$ cat config.mk
export PLATFORM = sky130hd
export DESIGN_NAME = pump_mode_hysteresis_controller
export DESIGN_NICKNAME = d
export VERILOG_FILES = /design/src/hw/rtl/pmhc_pkg.sv /design/src/hw/rtl/pump_mode_hysteresis_controller.sv
export VERILOG_INCLUDE_DIRS = /design/src /design/src/hw/rtl
export SDC_FILE = /design/constraint.sdc
export NUM_CORES = 1
export LEC_CHECK = 0
export ABC_AREA = 0
export BUFFER_PORTS_ARGS = -buffer_cell sky130_fd_sc_hd__clkbuf_2
export CORE_UTILIZATION = 43
export DETAILED_ROUTE_END_ITERATION = 10
export PLACE_DENSITY = 0.69
export SLEW_MARGIN = 20
export SYNTH_ARGS = -nofsm -noshare
export SYNTH_HDL_FRONTEND = slang
export SYNTH_SLANG_ARGS = --single-unit
$ cat constraint.sdc
create_clock -name clock -period 6.3 [get_ports clock]
set_input_delay 1.89 -clock clock [delete_from_list [all_inputs] [get_ports clock]]
set_output_delay 1.89 -clock clock [all_outputs]
set_load 0.05 [all_outputs]
$ cat src/hw/rtl/pump_mode_hysteresis_controller_assert.svh
// Assertion macros for the pump mode controller.
// Needs a clock named clock and a synchronous reset named reset in scope.
`ifndef PUMP_MODE_HYSTERESIS_CONTROLLER_ASSERT_SVH
`define PUMP_MODE_HYSTERESIS_CONTROLLER_ASSERT_SVH

// Consequent checked in the same cycle as the antecedent.
`define PMHC_ASSERT_SAME(lbl, ante, cons, msg) \
   lbl: assert property (@(posedge clock) disable iff (reset) (ante) |-> (cons)) \
      else $error(msg);

// Consequent checked in the cycle after the antecedent.
`define PMHC_ASSERT_NEXT(lbl, ante, cons, msg) \
   lbl: assert property (@(posedge clock) disable iff (reset) (ante) |=> (cons)) \
      else $error(msg);

`endif

$ cat src/hw/rtl/pmhc_pkg.sv
// Package for the pump mode controller: timing constants, control source
// codes, register indexes and the request payload type. No dependencies.
package pmhc_pkg;

   localparam int unsigned STARTUP_DELAY_MS  = 6000;
   localparam int unsigned HEARTBEAT_MS      = 5000;
   localparam int unsigned MS_PER_SECOND     = 1000;
   localparam int unsigned CENTI_PER_PERCENT = 100;

   localparam int unsigned DAY_W = 9;
   localparam logic [DAY_W-1:0] DAY_NONE = '1;

   // Window length in ms fits 26 bits: 65535 * 1000 < 2**26
   localparam int unsigned WIN_LEN_W = 26;

   typedef enum logic [2:0] {
      SRC_SCHEDULE = 3'd0,
      SRC_MANUAL   = 3'd1,
      SRC_DISARMED = 3'd2,
      SRC_WAIT     = 3'd3,
      SRC_AUTO     = 3'd4
   } src_type;

   typedef enum logic [2:0] {
      CSR_MANUAL_MODE   = 3'd0,
      CSR_AUTO_ARMED    = 3'd1,
      CSR_THRESHOLD     = 3'd2,
      CSR_HYSTERESIS    = 3'd3,
      CSR_SCHED_ENABLE  = 3'd4,
      CSR_SCHED_HOUR    = 3'd5,
      CSR_SCHED_MINUTE  = 3'd6,
      CSR_SCHED_SECONDS = 3'd7
   } csr_index_type;

   typedef struct packed {
      logic [31:0]      now_ms;
      logic             clock_valid;
      logic [4:0]       hour_of_day;
      logic [5:0]       minute_of_hour;
      logic [DAY_W-1:0] day_of_year;
      logic [13:0]      moisture_centi;
      logic             moisture_ready;
      logic             override_on;
      logic             manual_pump;
   } req_item_type;

endpackage

$ cat src/hw/rtl/pump_mode_hysteresis_controller.sv
// Pump mode controller: daily schedule window, manual control and automatic
// moisture control with hysteresis. Uses pmhc_pkg and the assertion macros.
//
// One request is taken every clock cycle unless req_stall holds it off. A
// request lands in the input register, the whole control decision is made
// from it there and written to the result register together with the
// updated controller state when the request advances, so the next request
// sees the state the previous one left. The response register lets a new
// request in while a response waits to be taken; the block stalls requests
// only when both registers are full and the waiting response is held off.
// The user must write registers through the csr port only while no request
// is in flight; the block does not enforce this.
module pump_mode_hysteresis_controller import pmhc_pkg::*; (
   input  logic        clock,
   input  logic        reset,
   input  logic        req_valid,
   output logic        req_stall,
   input  logic [31:0] req_now_ms,
   input  logic        req_clock_valid,
   input  logic [4:0]  req_hour_of_day,
   input  logic [5:0]  req_minute_of_hour,
   input  logic [8:0]  req_day_of_year,
   input  logic [13:0] req_moisture_centi,
   input  logic        req_moisture_ready,
   input  logic        req_override_on,
   input  logic        req_manual_pump,
   output logic        rsp_valid,
   input  logic        rsp_stall,
   output logic        rsp_pump_drive,
   output logic [2:0]  rsp_control_source,
   output logic        rsp_window_active,
   output logic        rsp_report_now,
   input  logic        csr_we,
   input  logic [2:0]  csr_addr,
   input  logic [15:0] csr_wdata
);

   // Configuration
   logic                 manual_mode_ff;
   logic                 auto_armed_ff;
   logic [6:0]           threshold_ff;
   logic [6:0]           hysteresis_ff;
   logic                 sched_enable_ff;
   logic [4:0]           sched_hour_ff;
   logic [5:0]           sched_minute_ff;
   logic [WIN_LEN_W-1:0] win_len_ms_ff;

   // Controller state
   logic             window_running_ff, window_running_in;
   logic [31:0]      window_end_ff, window_end_in;
   logic [DAY_W-1:0] last_day_ff, last_day_in;
   logic             day_seen_ff, day_seen_in;
   logic             pump_state_ff, pump_state_in;
   logic             last_rep_state_ff, last_rep_state_in;
   logic [31:0]      last_rep_ms_ff, last_rep_ms_in;

   // Input and result registers
   logic         s1_valid_ff, s1_valid_in;
   req_item_type s1_item_ff;
   logic         rsp_valid_ff, rsp_valid_in;
   logic         rsp_pump_ff;
   src_type      rsp_src_ff;
   logic         rsp_window_ff;
   logic         rsp_report_ff;

   logic         accept;
   logic         advance;

   logic         win_expired;
   logic         win_kept;
   logic         win_start;
   logic         win_run;
   logic [13:0]  moist_lo;
   logic [14:0]  moist_hi;
   logic         target;
   src_type      src;
   logic         report;

   // ---------------------------------------------------------------
   // Handshake
   // ---------------------------------------------------------------
   assign advance   = s1_valid_ff && (!rsp_valid_ff || !rsp_stall);
   assign req_stall = s1_valid_ff && !advance;
   assign accept    = req_valid && !req_stall;

   always_comb begin
      if (accept) begin
         s1_valid_in = 1'b1;
      end else if (advance) begin
         s1_valid_in = 1'b0;
      end else begin
         s1_valid_in = s1_valid_ff;
      end

      if (advance) begin
         rsp_valid_in = 1'b1;
      end else if (!rsp_stall) begin
         rsp_valid_in = 1'b0;
      end else begin
         rsp_valid_in = rsp_valid_ff;
      end
   end

   always_ff @(posedge clock) begin
      if (reset) begin
         s1_valid_ff  <= 1'b0;
         rsp_valid_ff <= 1'b0;
      end else begin
         s1_valid_ff  <= s1_valid_in;
         rsp_valid_ff <= rsp_valid_in;
      end
   end

   always_ff @(posedge clock) begin
      if (accept) begin
         s1_item_ff.now_ms         <= req_now_ms;
         s1_item_ff.clock_valid    <= req_clock_valid;
         s1_item_ff.hour_of_day    <= req_hour_of_day;
         s1_item_ff.minute_of_hour <= req_minute_of_hour;
         s1_item_ff.day_of_year    <= req_day_of_year;
         s1_item_ff.moisture_centi <= req_moisture_centi;
         s1_item_ff.moisture_ready <= req_moisture_ready;
         s1_item_ff.override_on    <= req_override_on;
         s1_item_ff.manual_pump    <= req_manual_pump;
      end
   end

   // ---------------------------------------------------------------
   // Configuration registers
   // ---------------------------------------------------------------
   always_ff @(posedge clock) begin
      if (reset) begin
         manual_mode_ff  <= 1'b0;
         auto_armed_ff   <= 1'b0;
         threshold_ff    <= '0;
         hysteresis_ff   <= '0;
         sched_enable_ff <= 1'b0;
         sched_hour_ff   <= '0;
         sched_minute_ff <= '0;
         win_len_ms_ff   <= '0;
      end else if (csr_we) begin
         case (csr_index_type'(csr_addr))
            CSR_MANUAL_MODE:   manual_mode_ff  <= csr_wdata[0];
            CSR_AUTO_ARMED:    auto_armed_ff   <= csr_wdata[0];
            CSR_THRESHOLD:     threshold_ff    <= csr_wdata[6:0];
            CSR_HYSTERESIS:    hysteresis_ff   <= csr_wdata[6:0];
            CSR_SCHED_ENABLE:  sched_enable_ff <= csr_wdata[0];
            CSR_SCHED_HOUR:    sched_hour_ff   <= csr_wdata[4:0];
            CSR_SCHED_MINUTE:  sched_minute_ff <= csr_wdata[5:0];
            // keep the window length in ms so the tick path needs only an add
            CSR_SCHED_SECONDS: win_len_ms_ff   <=
               WIN_LEN_W'({10'd0, csr_wdata} * WIN_LEN_W'(MS_PER_SECOND));
            default: ;
         endcase
      end
   end

   // ---------------------------------------------------------------
   // Control decision for the request in the input register
   // ---------------------------------------------------------------
   assign win_expired = window_running_ff && (s1_item_ff.now_ms >= window_end_ff);
   assign win_kept    = window_running_ff && !win_expired;
   assign win_start   = sched_enable_ff && s1_item_ff.clock_valid && !win_kept &&
                        (s1_item_ff.hour_of_day == sched_hour_ff) &&
                        (s1_item_ff.minute_of_hour == sched_minute_ff) &&
                        (!day_seen_ff || (s1_item_ff.day_of_year != last_day_ff));
   assign win_run     = win_kept || win_start;

   assign moist_lo = 14'({7'd0, threshold_ff} * 14'(CENTI_PER_PERCENT));
   assign moist_hi = 15'(({8'd0, threshold_ff} + {8'd0, hysteresis_ff}) *
                         15'(CENTI_PER_PERCENT));

   always_comb begin
      if (win_run) begin
         target = 1'b1;
         src    = SRC_SCHEDULE;
      end else if (manual_mode_ff || s1_item_ff.override_on) begin
         target = s1_item_ff.manual_pump;
         src    = SRC_MANUAL;
      end else if (!auto_armed_ff) begin
         target = 1'b0;
         src    = SRC_DISARMED;
      end else if (!s1_item_ff.moisture_ready ||
                   (s1_item_ff.now_ms < 32'(STARTUP_DELAY_MS))) begin
         target = 1'b0;
         src    = SRC_WAIT;
      end else begin
         src = SRC_AUTO;
         if (s1_item_ff.moisture_centi < moist_lo) begin
            target = 1'b1;
         end else if ({1'b0, s1_item_ff.moisture_centi} > moist_hi) begin
            target = 1'b0;
         end else begin
            target = pump_state_ff;
         end
      end
   end

   // heartbeat distance is taken modulo 2**32
   assign report = (target != last_rep_state_ff) ||
                   ((s1_item_ff.now_ms - last_rep_ms_ff) > 32'(HEARTBEAT_MS));

   always_comb begin
      window_running_in = window_running_ff;
      window_end_in     = window_end_ff;
      last_day_in       = last_day_ff;
      day_seen_in       = day_seen_ff;
      pump_state_in     = pump_state_ff;
      last_rep_state_in = last_rep_state_ff;
      last_rep_ms_in    = last_rep_ms_ff;
      if (advance) begin
         window_running_in = win_run;
         pump_state_in     = target;
         if (win_start) begin
            window_end_in = s1_item_ff.now_ms + {{(32-WIN_LEN_W){1'b0}}, win_len_ms_ff};
            last_day_in   = s1_item_ff.day_of_year;
            day_seen_in   = 1'b1;
         end
         if (report) begin
            last_rep_state_in = target;
            last_rep_ms_in    = s1_item_ff.now_ms;
         end
      end
   end

   always_ff @(posedge clock) begin
      if (reset) begin
         window_running_ff <= 1'b0;
         window_end_ff     <= '0;
         last_day_ff       <= DAY_NONE;
         day_seen_ff       <= 1'b0;
         pump_state_ff     <= 1'b0;
         last_rep_state_ff <= 1'b0;
         last_rep_ms_ff    <= '0;
      end else begin
         window_running_ff <= window_running_in;
         window_end_ff     <= window_end_in;
         last_day_ff       <= last_day_in;
         day_seen_ff       <= day_seen_in;
         pump_state_ff     <= pump_state_in;
         last_rep_state_ff <= last_rep_state_in;
         last_rep_ms_ff    <= last_rep_ms_in;
      end
   end

   // ---------------------------------------------------------------
   // Result register
   // ---------------------------------------------------------------
   always_ff @(posedge clock) begin
      if (advance) begin
         rsp_pump_ff   <= target;
         rsp_src_ff    <= src;
         rsp_window_ff <= win_run;
         rsp_report_ff <= report;
      end
   end

   assign rsp_valid          = rsp_valid_ff;
   assign rsp_pump_drive     = rsp_pump_ff;
   assign rsp_control_source = rsp_src_ff;
   assign rsp_window_active  = rsp_window_ff;
   assign rsp_report_now     = rsp_report_ff;

   // ---------------------------------------------------------------
   // Assertions
   // ---------------------------------------------------------------
`include "pump_mode_hysteresis_controller_assert.svh"

   `PMHC_ASSERT_SAME(a_window_needs_day, window_running_ff, day_seen_ff, "window running without a recorded day")
   `PMHC_ASSERT_SAME(a_window_drives_pump, rsp_valid_ff && rsp_window_ff, rsp_pump_ff && (rsp_src_ff == SRC_SCHEDULE), "window response not from schedule")
   `PMHC_ASSERT_SAME(a_idle_src_pump_off, rsp_valid_ff && ((rsp_src_ff == SRC_DISARMED) || (rsp_src_ff == SRC_WAIT)), !rsp_pump_ff, "pump on while disarmed or waiting")
   `PMHC_ASSERT_NEXT(a_change_reported, advance && (target != last_rep_state_ff), rsp_valid_ff && rsp_report_ff, "output change not reported")
   `PMHC_ASSERT_SAME(a_no_stall_when_empty, !s1_valid_ff, !req_stall, "request stalled with empty input register")

endmodule
==> impl_results.md, run 1 <==
- Fmax: 0.162 GHz
- Post-synth EDFFs: 76
- Final ANT Viol Nets: 0
- Final setup viols: 0
- Hold Crit Class: reg2reg
- Number of synthesized register bits: 206
- Hold Crit Start: win_len_ms_ff[20]
- Hold-fix buffers, CTS: 0
- Clock Latency Late Sink: 540 ps
- N_diodes: 0
- Critical Path AT: about 6600 ps
- Layout Nets: between 2000 and 2500
- Status: complete, no violations
- CP bufs+invs: 7
- MaxCap Viol Count: 0
- CTS tree: yes
- IO buf count: 101
- CTS Buf Count: 25
- IO Count: 102
- Fillers: 3327
- Top cell type's share of synthesized area: 0.173
- Post-synthesis instance area: 0.0161 mm²
- Worst-path clk slew: around 60 ps
- Die ar.: 0.0382 mm²
- Largest net degree at the start of global routing: 95
- Cells on Worst Hold Path: 2
- Die width: about 200 µm
- Crit-path max FO: 9
- DRC Markers: 0
- Startpoint Class: register
- DR WL/cell: 15.6 µm
- Most common cell after layout, fill and taps aside: ha_1
- Synthesized instance count: 1685
- Post-synth ARST share: 0
- Top cells by area in the synthesized netlist: ha_1, dfxtp_1, edfxtp_1
- Fin crit share: 0.981
- Post-synth top flop: dfxtp_1
- Lkg Pwr: 7.97 nW
- All-layer global routing usage: 0.190
- Worst r2r src: threshold_ff[0]
- Register area share after synthesis: 0.304
- Tmin final: 6180 ps
- Fraction of synthesized area in multiplexers: 0.0535
- Data required time of the worst path: ~6700 ps
- Detailed Routing Iterations Pass 1: 5
- Global-route wire length before repair: just under 60000 µm
- XOR/XNOR share of the synthesized area: 0.0550
- # rows: 70
- Setup Skew: 16.9 ps
- RSZ-0062 raised after global routing: yes
- GP Congestion: 0.850
- Worst path max stage delay: around 540 ps
- Wirelength, routed: 36200 µm
- Worst R2R Path Depth: 31
- Synth warn: 0
- Largest family of logic cells by synthesized area: adder cells
- Setup Crit Path Kind: reg2reg
- Count of cell types in the netlist: 76
- Slew margin rel.: 0.384
- GRT Residual Overflow: 0
- Overall power: between 0.004 and 0.005 W
- Adder-cell share of the synthesized area: 0.249
- Vias in the first global route: approximately 12000
- Clock sink count: 206
- Via count: roughly 12000
- Starting DRT DRC Count: 596
- VDD IR max: 228 µV
- Deepest clock path buffer count: 3
- Avg Cell Area, Syn: 9.55 µm²
- Root Buffer: clkbuf_16
- Delay-heaviest family, CP: adder cells
- Core region area: 0.0367 mm²
- Critical Path Slowest Stage Cell: fa_1
- Share of layout cells above drive strength 1: 0.139
- Final Hold Viols: 0
- DIE HEIGHT: slightly below 200 µm
- Synthesized Nets: about 2100
- Crit path from: threshold_ff[0]
- Synth Area in Simple Gates: 0.145
- Yosys top cell by area: ha_1
- Synth Area in Compound Gates: 0.144
- Max Transition Viols Final: 0
- Number of cells on the critical path: 31
- CP endpoint kind: register
- Least-Margin Pin Slew: 923 ps
- Avg Vias per Cell: about 5.3
- Synth-to-Final Area Change: 14.9%
- Initial Utilization: 0.438
- P per Cell Area: around 250 mW/mm²
- Post-DP HPWL: 27900 µm
- Most frequent cells in the layout: ha_1, inv_1, dfxtp_1
- H-tree depth: 1
- Initial antenna violation count: 0
- Post-route core utilization: 0.503
[cell families after synthesis]
group	count (synthesis)
buffers and inverters	203
adders and majority gates	283
and+or+nand+nor	456
AOI/OAI and AO/OA	350
muxes	86
xor gates and xnor gates	101
DFF	206
[per-stage QoR]
step / area, µm² / std cells / hold WS, ps / setup WS, ps / TNS [ps]
after floorplan: 16100 / 1685 / 432 / 278 / 0
after global placement: 17400 / 2262 / 442 / -388 / -11680
after detailed placement: 17400 / 2262 / 451 / -640 / -19210
after CTS: 18300 / 2312 / 461 / 7.20 / 0
after global routing: 18500 / 2316 / 480 / -160 / -3110
final: 18500 / 2316 / 457 / 120 / 0
[path summary, 6_finish.rpt]
kind | endpoint | slack, ps
setup reg to reg | last_rep_ms_ff[2] | 120
setup / recovery | last_rep_ms_ff[2] | 120
hold / removal | win_len_ms_ff[20] | 460
hold reg to reg | win_len_ms_ff[20] | 460
[synthesized netlist by cell type, types with 24 or more instances]
master	count
a21o_1	38
a21oi_1	117
clkbuf_1	34
dfxtp_1	130
edfxtp_1	76
fa_1	61
ha_1	222
inv_1	153
mux2i_1	86
nand2_1	98
nand2b_1	84
nand3_1	26
nor2_1	118
nor2b_1	26
nor3_1	24
o21ai_0	45
xnor2_1	61
xor2_1	40
[state kept, by name, indices dropped and copies added, names as in the netlist, 3 cells and up]
register            flops
sched_hour_ff           5
window_end_ff          32
threshold_ff            7
sched_minute_ff         6
hysteresis_ff           7
rsp_control_source      3
last_rep_ms_ff         32
last_day_ff             9
s1_item_ff             70
win_len_ms_ff          23
[tightest hold or removal path: stages (launching register included)]
cell and delay (ps):
dfxtp_1 310, nand2_1 50, a21oi_1 50
[per-layer routing]
| metal | up-vias | global-route usage | part of all wire |
|---|---|---|---|
| met5 | - | 0 | 0 |
| met4 | 0 | 0.0461 | 0.024 |
| met3 | 51 | 0.0250 | 0.038 |
| met2 | 216 | 0.322 | 0.47 |
| met1 | 5772 | 0.256 | 0.47 |
| li1 | 6247 | - | - |
[cell type report]
| class | instances | area (µm²) | share of cell area |
|---|---|---|---|
| Multi-Input combinational cell | 1277 | 10600 | 0.573 |
| Sequential cell | 206 | 4890 | 0.265 |
| Timing Repair Buffer | 167 | 1060 | 0.0575 |
| Clock buffer | 36 | 718 | 0.0389 |
| Tap cell | 468 | 586 | 0.0317 |
| Inverter | 153 | 577 | 0.0312 |
| Clock inverter | 9 | 51.3 | 0.00278 |
[what timing repair did]
action / CTS / global route
pin swaps: 6 / 23
buffers inserted: 4 / 4
setup endpoints to repair: 33 / 33
gates resized for setup: 10 / 26
cloned: 1 / 1
[power breakdown]
group          total (W)  leakage, nW  switching (W)  internal (W)
Sequential       0.00151         1.79      0.0000581       0.00145
Combinational    0.00179         5.80       0.000960      0.000833
Clock            0.00135        0.373       0.000565      0.000789
Power figures use the tool's default switching activity.
==> run 2, diff against run 1 <==
- PLACE_DENSITY: 0.69 -> unset
==> impl_results.md, run 2 (same netlist as run 1, synthesis figures left out) <==
- Fillers: 3364 (+1.1%)
- Worst hold margin: 459 ps (+1.97 ps)
- Worst R2R Path Depth: 30 (-3.2%)
- Global-route wire length before repair: 58900 µm (-1.3%)
- Hold path endpoint: win_len_ms_ff[15]
- GRT Residual Overflow: 0 (unchanged)
- Deepest clock path buffer count: 3 (unchanged)
- CTS tree: yes
- R2R Path End: last_rep_ms_ff[9]
- GP Congestion: 0.894 (+5.2%)
- Worst path max stage delay: 500 ps (-40 ps)
- Worst r2r src: threshold_ff[0]
- DIE HEIGHT: 195 µm (unchanged)
- CP endpoint kind: register
- Core region area: 0.0367 mm² (unchanged)
- Data required time of the worst path: 6780 ps (+60 ps)
- Starting DRT DRC Count: 569 (-4.5%)
- Die ar.: 0.0382 mm² (unchanged)
- Final Hold Viols: 0 (unchanged)
- Hold Crit Class: reg2reg
- Multi-input gate area: 0.0106 mm² (+0.31%)
- Fin crit share: 0.975 (-0.00583)
- R2R Setup Slk: 160 ps (+40 ps)
- Overall power: 0.00470 W (+1.1%)
- Initial Utilization: 0.438 (unchanged)
- Die width: 195 µm (unchanged)
- Final setup viols: 0 (unchanged)
- GRT busiest layer: met2
- Initial antenna violation count: 0 (unchanged)
- Layout Nets: 2204 (-0.14%)
- Most frequent CP cell: a21oi_2
- Avg Vias per Cell: 5.25 (-1.0%)
- Critical Path Slowest Stage Cell: nor2b_2
- Tmin final: 6140 ps (-36.7 ps)
- Cells on Worst Hold Path: 2 (unchanged)
- Synth-to-Final Area Change: 14.8% (about the same)
- Max Transition Viols Final: 0 (unchanged)
- M1 GR Usage: 0.254 (-0.00128)
- H-tree depth: 1 (unchanged)
- Status: complete, no violations
- All-layer global routing usage: 0.188 (-0.00178)
- Worst-path clk slew: 60 ps (about the same)
- DR WL/cell: 15.6 µm (-0.32%)
- Root Buffer: clkbuf_16
- CTS Buf Count: 26 (+4.0%)
- Vias in the first global route: 11800 (-2.4%)
- Met3 GRT Util: 0.0292 (+0.00415)
- # rows: 70 (unchanged)
- Lkg Pwr: 7.94 nW (-0.39%)
- Startpoint Class: register
- Slew margin rel.: 0.321 (-0.0638)
- VDD IR max: 191 µV (-16%)
- MaxCap Viol Count: 0 (unchanged)
- RSZ-0062 raised after global routing: yes
- Share of layout cells above drive strength 1: 0.139 (+0.000616)
- P per Cell Area: 255 mW/mm² (+1.2%)
- IO Count: 102 (unchanged)
- Clock sink count: 206 (unchanged)
- Register Area: 0.00489 mm² (about the same)
- N_diodes: 0 (unchanged)
- Detailed Routing Iterations Pass 1: 5 (unchanged)
- Most common cell after layout, fill and taps aside: ha_1
- Setup Skew: 24.1 ps (+7.20 ps)
- Hold Crit Start: win_len_ms_ff[15]
- Fmax: 0.163 GHz (+0.60%)
- Wirelength, routed: 36100 µm (-0.37%)
- Largest net degree at the start of global routing: 112 (+18%)
- Delay-heaviest family, CP: adder cells
- Largest register FFs: 70 (unchanged)
- Clock Latency Late Sink: 550 ps (about the same)
- Final ANT Viol Nets: 0 (unchanged)
- Via count: 12200 (-1.1%)
- CP bufs+invs: 6 (-1)
- Least-Margin Pin Slew: 1020 ps (+92.7 ps)
- Crit-path max FO: 6 (-3)
- Most frequent cells in the layout: ha_1, inv_1, dfxtp_1
- IO buf count: 101 (unchanged)
- DRC Markers: 0 (unchanged)
- Hold-fix buffers, CTS: 0 (unchanged)
- Critical Path AT: 6620 ps (+20 ps)
- Post-DP HPWL: 27700 µm (-0.75%)
- Register bank with the most flops: s1_item_ff
- Biggest registers after layout: s1_item_ff (70), last_rep_ms_ff (32), window_end_ff (32)
- Setup Crit Path Kind: reg2reg
- Met2 Usage GRT: 0.314 (-0.00780)
- Setup tns final: 0 ps (unchanged)
[run 2: changes by cell type in the layout (fill, tap and decap cells not counted), moves of 2 or more]
cell,change
clkbuf_8,-3
clkinv_2,+3
a21oi_2,+2
buf_12,-2
buf_4,-2
clkinvlp_4,+2
ha_1,-2
ha_4,+2
inv_4,-2
[run 2: timing repair]
action / CTS / global route
pin swaps: 12 / 23
setup endpoints to repair: 33 / 33
resized for setup: 10 / 26
cloned: 1 / 1
buffers inserted: 4 / 4
[run 2: worst max path at each step]
stage	startpoint	to	cells past startpoint
floorplan	csr_wdata[0]	win_len_ms_ff[24]	17
global placement	hysteresis_ff[0]	last_rep_ms_ff[1]	30
detailed placement	hysteresis_ff[0]	last_rep_ms_ff[24]	30
CTS	hysteresis_ff[0]	last_rep_ms_ff[28]	30
global route	threshold_ff[0]	last_rep_ms_ff[28]	30
finish	threshold_ff[0]	last_rep_ms_ff[9]	30
[run 2: stage by stage]
step           area (µm²)  cells  setup slack (ps)   util
2_1_floorplan       16100   1685               278      -
3_3_place_gp        17400   2257              -295  0.473
3_5_place_dp        17400   2257              -533  0.473
4_1_cts             18300   2310              3.87  0.498
5_1_grt             18500   2315              -256  0.503
6_report            18500   2315               156  0.503
[run 2: per-layer routing]
layer | vias to the layer above | part of all wire | routed length (µm)
li1 | 6242 | - | -
met1 | 5688 | 0.49 | 17600
met2 | 186 | 0.46 | 16500
met3 | 38 | 0.036 | 1300
met4 | 0 | 0.018 | 663
met5 | - | 0 | 0
[run 2: layout make-up]
cell class	instances	share of cell area
inverters	153	0.0311
multi-input cells	1278	0.575
clock buffers	33	0.0378
flip-flops and latches	206	0.265
repair buffers	162	0.0532
clock inverters	15	0.00590
well taps	468	0.0317
[run 2: worst min-delay path, delay by kind of cell, from the launching register on]
kind,cells,cell delay [ps]
and+or+nand+nor,1,50
DFF,1,310
AOI/OAI and AO/OA,1,50
[run 2: report_power, final]
group          switching, W  total (W)  internal (W)
combinational      0.000959    0.00179      0.000835
clock              0.000581    0.00140      0.000823
sequential        0.0000589    0.00151       0.00145
==> run 3, diff against run 2 <==
- ABC_AREA: 0 -> 1
- BUFFER_PORTS_ARGS: -buffer_cell sky130_fd_sc_hd__clkbuf_2 -> unset
- DONT_BUFFER_PORTS: unset -> 1
- SKIP_LAST_GASP: unset -> 1
==> impl_results.md, run 3 <==
- Final setup viols: 0 (unchanged)
- Worst path max stage delay: 470 ps (-30 ps)
- Post-synth EDFFs: 76 (unchanged)
- Share of layout cells above drive strength 1: 0.0343 (-0.105)
- Worst-path clk slew: 60 ps (about the same)
- Post-synth top flop: dfxtp_1
- Tmin final: 5770 ps (-373 ps)
- Die ar.: 0.0401 mm² (+5.1%)
- N_diodes: 0 (unchanged)
- Most frequent cells in the layout: nand2_1, inv_1, ha_1
- Most common cell after layout, fill and taps aside: nand2_1
- Clock Latency Late Sink: 550 ps (about the same)
- MaxCap Viol Count: 0 (unchanged)
- Max Transition Viols Final: 0 (unchanged)
- Comb power frac: 0.383 (+0.002)
- Hold Crit Start: pump_state_ff
- Largest net degree at the start of global routing: 74 (-34%)
- DRC Markers: 0 (unchanged)
- Global-route wire length before repair: 67800 µm (+15%)
- Synthesized Nets: 2635 (+28%)
- H-tree depth: 1 (unchanged)
- Most frequent cell after synthesis: nand2_1
- Postcts setup bufs: 0 (-4)
- Final Hold Viols: 0 (unchanged)
- Sw power: 0.00181 W (+13%)
- Die width: 200 µm (+2.5%)
- CTS tree: yes
- All-layer global routing usage: 0.207 (+0.0191)
- Top cell type's share of synthesized area: 0.164 (-0.00852)
- Biggest registers after layout: s1_item_ff (70), last_rep_ms_ff (32), window_end_ff (32)
- Yosys top cell by area: ha_1
- Starting DRT DRC Count: 803 (+41%)
- RSZ-0062 raised after global routing: no
- Setup Crit Path Kind: reg2reg
- Worst r2r src: threshold_ff[0]
- Clock power share: 0.304 (+0.006)
- Avg Cell Area, Syn: 7.49 µm² (-22%)
- Count of cell types in the netlist: 45 (-41%)
- Top cells by area in the synthesized netlist: ha_1, dfxtp_1, edfxtp_1
- Status: complete, no violations
- Root Buffer: clkbuf_16
- Synth-to-Final Area Change: 8.28%
- VDD IR max: 184 µV (-3.5%)
- Post-DP HPWL: 33500 µm (+21%)
- Vias in the first global route: 13500 (+14%)
- IO buf count: 0 (-100%)
- Setup tns final: 0 ps (unchanged)
- Overall power: 0.00481 W (+2.2%)
- Initial Utilization: 0.437 (-0.00153)
- DR WL/cell: 15.0 µm (-3.6%)
- Power Internal: 0.00300 W (-3.5%)
- Layout Nets: 2631 (+19%)
- Synthesized instance count: 2258 (+34%)
- Final ANT Viol Nets: 0 (unchanged)
- Final cell count without fillers: 2791 (+21%)
- Sequential power share: 0.314 (-0.006)
- Post-synthesis instance area: 0.0169 mm² (+5.2%)
- Avg Vias per Cell: 5.06 (-3.6%)
- Critical Path AT: 6210 ps (-410 ps)
- Hold Crit Class: reg2reg
- Initial antenna violation count: 0 (unchanged)
- Fin crit share: 0.916 (-0.0592)
- Synth warn: 0 (unchanged)
- Crit-path max FO: 32 (+26)
- Fmax: 0.173 GHz (+6.5%)
- Least-Margin Pin Slew: 1030 ps (+17.6 ps)
- CTS Buf Count: 25 (-3.8%)
- Crit path from: threshold_ff[0]
- Post-synth ARST share: 0 (unchanged)
- # rows: 72 (+2.9%)
- Critical Path Slowest Stage Cell: xor2_1
- Slew margin rel.: 0.311 (-0.00970)
- Lkg Pwr: 9.02 nW (+14%)
- Most frequent cells after synthesis: nand2_1, inv_1, ha_1
- DIE HEIGHT: 200 µm (+2.5%)
- Detailed Routing Iterations Pass 1: 6 (+1)
- IO Count: 102 (unchanged)
- Core region area: 0.0387 mm² (+5.6%)
- Most frequent CP cell: nand2_1
- P per Cell Area: 262 mW/mm² (+3.0%)
- Post-route core utilization: 0.473 (-0.0301)
- Setup Skew: 18.3 ps (-5.72 ps)
- Wirelength, routed: 41900 µm (+16%)
- Deepest clock path buffer count: 3 (unchanged)
- Register area share after synthesis: 0.289 (-0.0150)
- Cell area after layout: 0.0183 mm² (-0.75%)
- Data required time of the worst path: 6740 ps (-40 ps)
- Via count: 14100 (+16%)
- Sw Ratio: 0.376 (+0.0367)
- CP endpoint kind: register
- GRT Residual Overflow: 0 (unchanged)
- Startpoint Class: register
- Largest register FFs: 70 (unchanged)
- Register bank with the most flops: s1_item_ff
- # resized after CTS: 0 (-10)
- Clock sink count: 206 (unchanged)
- Hold-fix buffers, CTS: 0 (unchanged)
- Placed Cells: 2744 (+22%)
- GP Congestion: 0.898 (+0.43%)
- Number of synthesized register bits: 206 (unchanged)
- Placed cell area: 0.0174 mm² (+0.49%)
run 3: power by group through the flow:
stage          registers, W  clock network, W  logic (W)
3_3_place_gp        0.00154                 0    0.00182
3_5_place_dp        0.00154                 0    0.00184
4_1_cts             0.00151           0.00150    0.00185
6_report            0.00151           0.00146    0.00184
5_1_grt             0.00151           0.00155    0.00211
2_1_floorplan       0.00151                 0    0.00142
run 3: kinds of logic (layout without fill, tap and decap cells):
logic type,count (synthesis),count (layout),synth area share
buffers and inverters,426,440,0.0966
xor gates and xnor gates,71,71,0.0368
and+or+nand+nor,911,912,0.226
DFF,206,206,0.289
AOI/OAI and AO/OA,361,361,0.116
adders and majority gates,283,283,0.236
run 3: area by class of cell:
| class | instances | area [µm²] |
|---|---|---|
| clock buffer | 28 | 637 |
| sequential | 206 | 4880 |
| clock inverter | 18 | 190 |
| multi-input combinational | 1627 | 10500 |
| timing repair buffer | 7 | 52.6 |
| fill | 3937 | 20400 |
| tap | 518 | 648 |
| inverter | 387 | 1450 |
run 3: stage by stage:
stage / setup WS (ps) / hold slack, ps
floorplan: 703 / 434
global placement: 419 / 448
detailed placement: 234 / 457
CTS: 224 / 468
global route: 21.0 / 498
finish: 529 / 469
run 3: layer usage:
metal  part of all wire  vias up  routed length (µm)  global-route usage
met5                  0        -                   0                   0
met4              0.024        0                 991              0.0589
met3              0.040       53                1680              0.0200
met2               0.45      243               18900               0.344
met1               0.49     6462               20400               0.287
li1                   -     7371                   -                   -
run 3: final timing paths:
kind | endpoint | depth (start not counted) | slack, ps
setup / recovery | last_rep_ms_ff[27] | 31 | 530
hold reg to reg | pump_state_ff | 2 | 470
hold / removal | pump_state_ff | 2 | 470
setup reg to reg | last_rep_ms_ff[27] | 31 | 530
run 3: critical path, delay by kind of cell, from the launching register on:
kind                     cells  cell delay [ps]
XOR/XNOR                     2              640
buffers and inverters        1              100
AO/OA/AOI/OAI                3              600
flip-flops                   1              360
AND/OR/NAND/NOR             18             1820
adder cells (fa/ha/maj)      7             2130
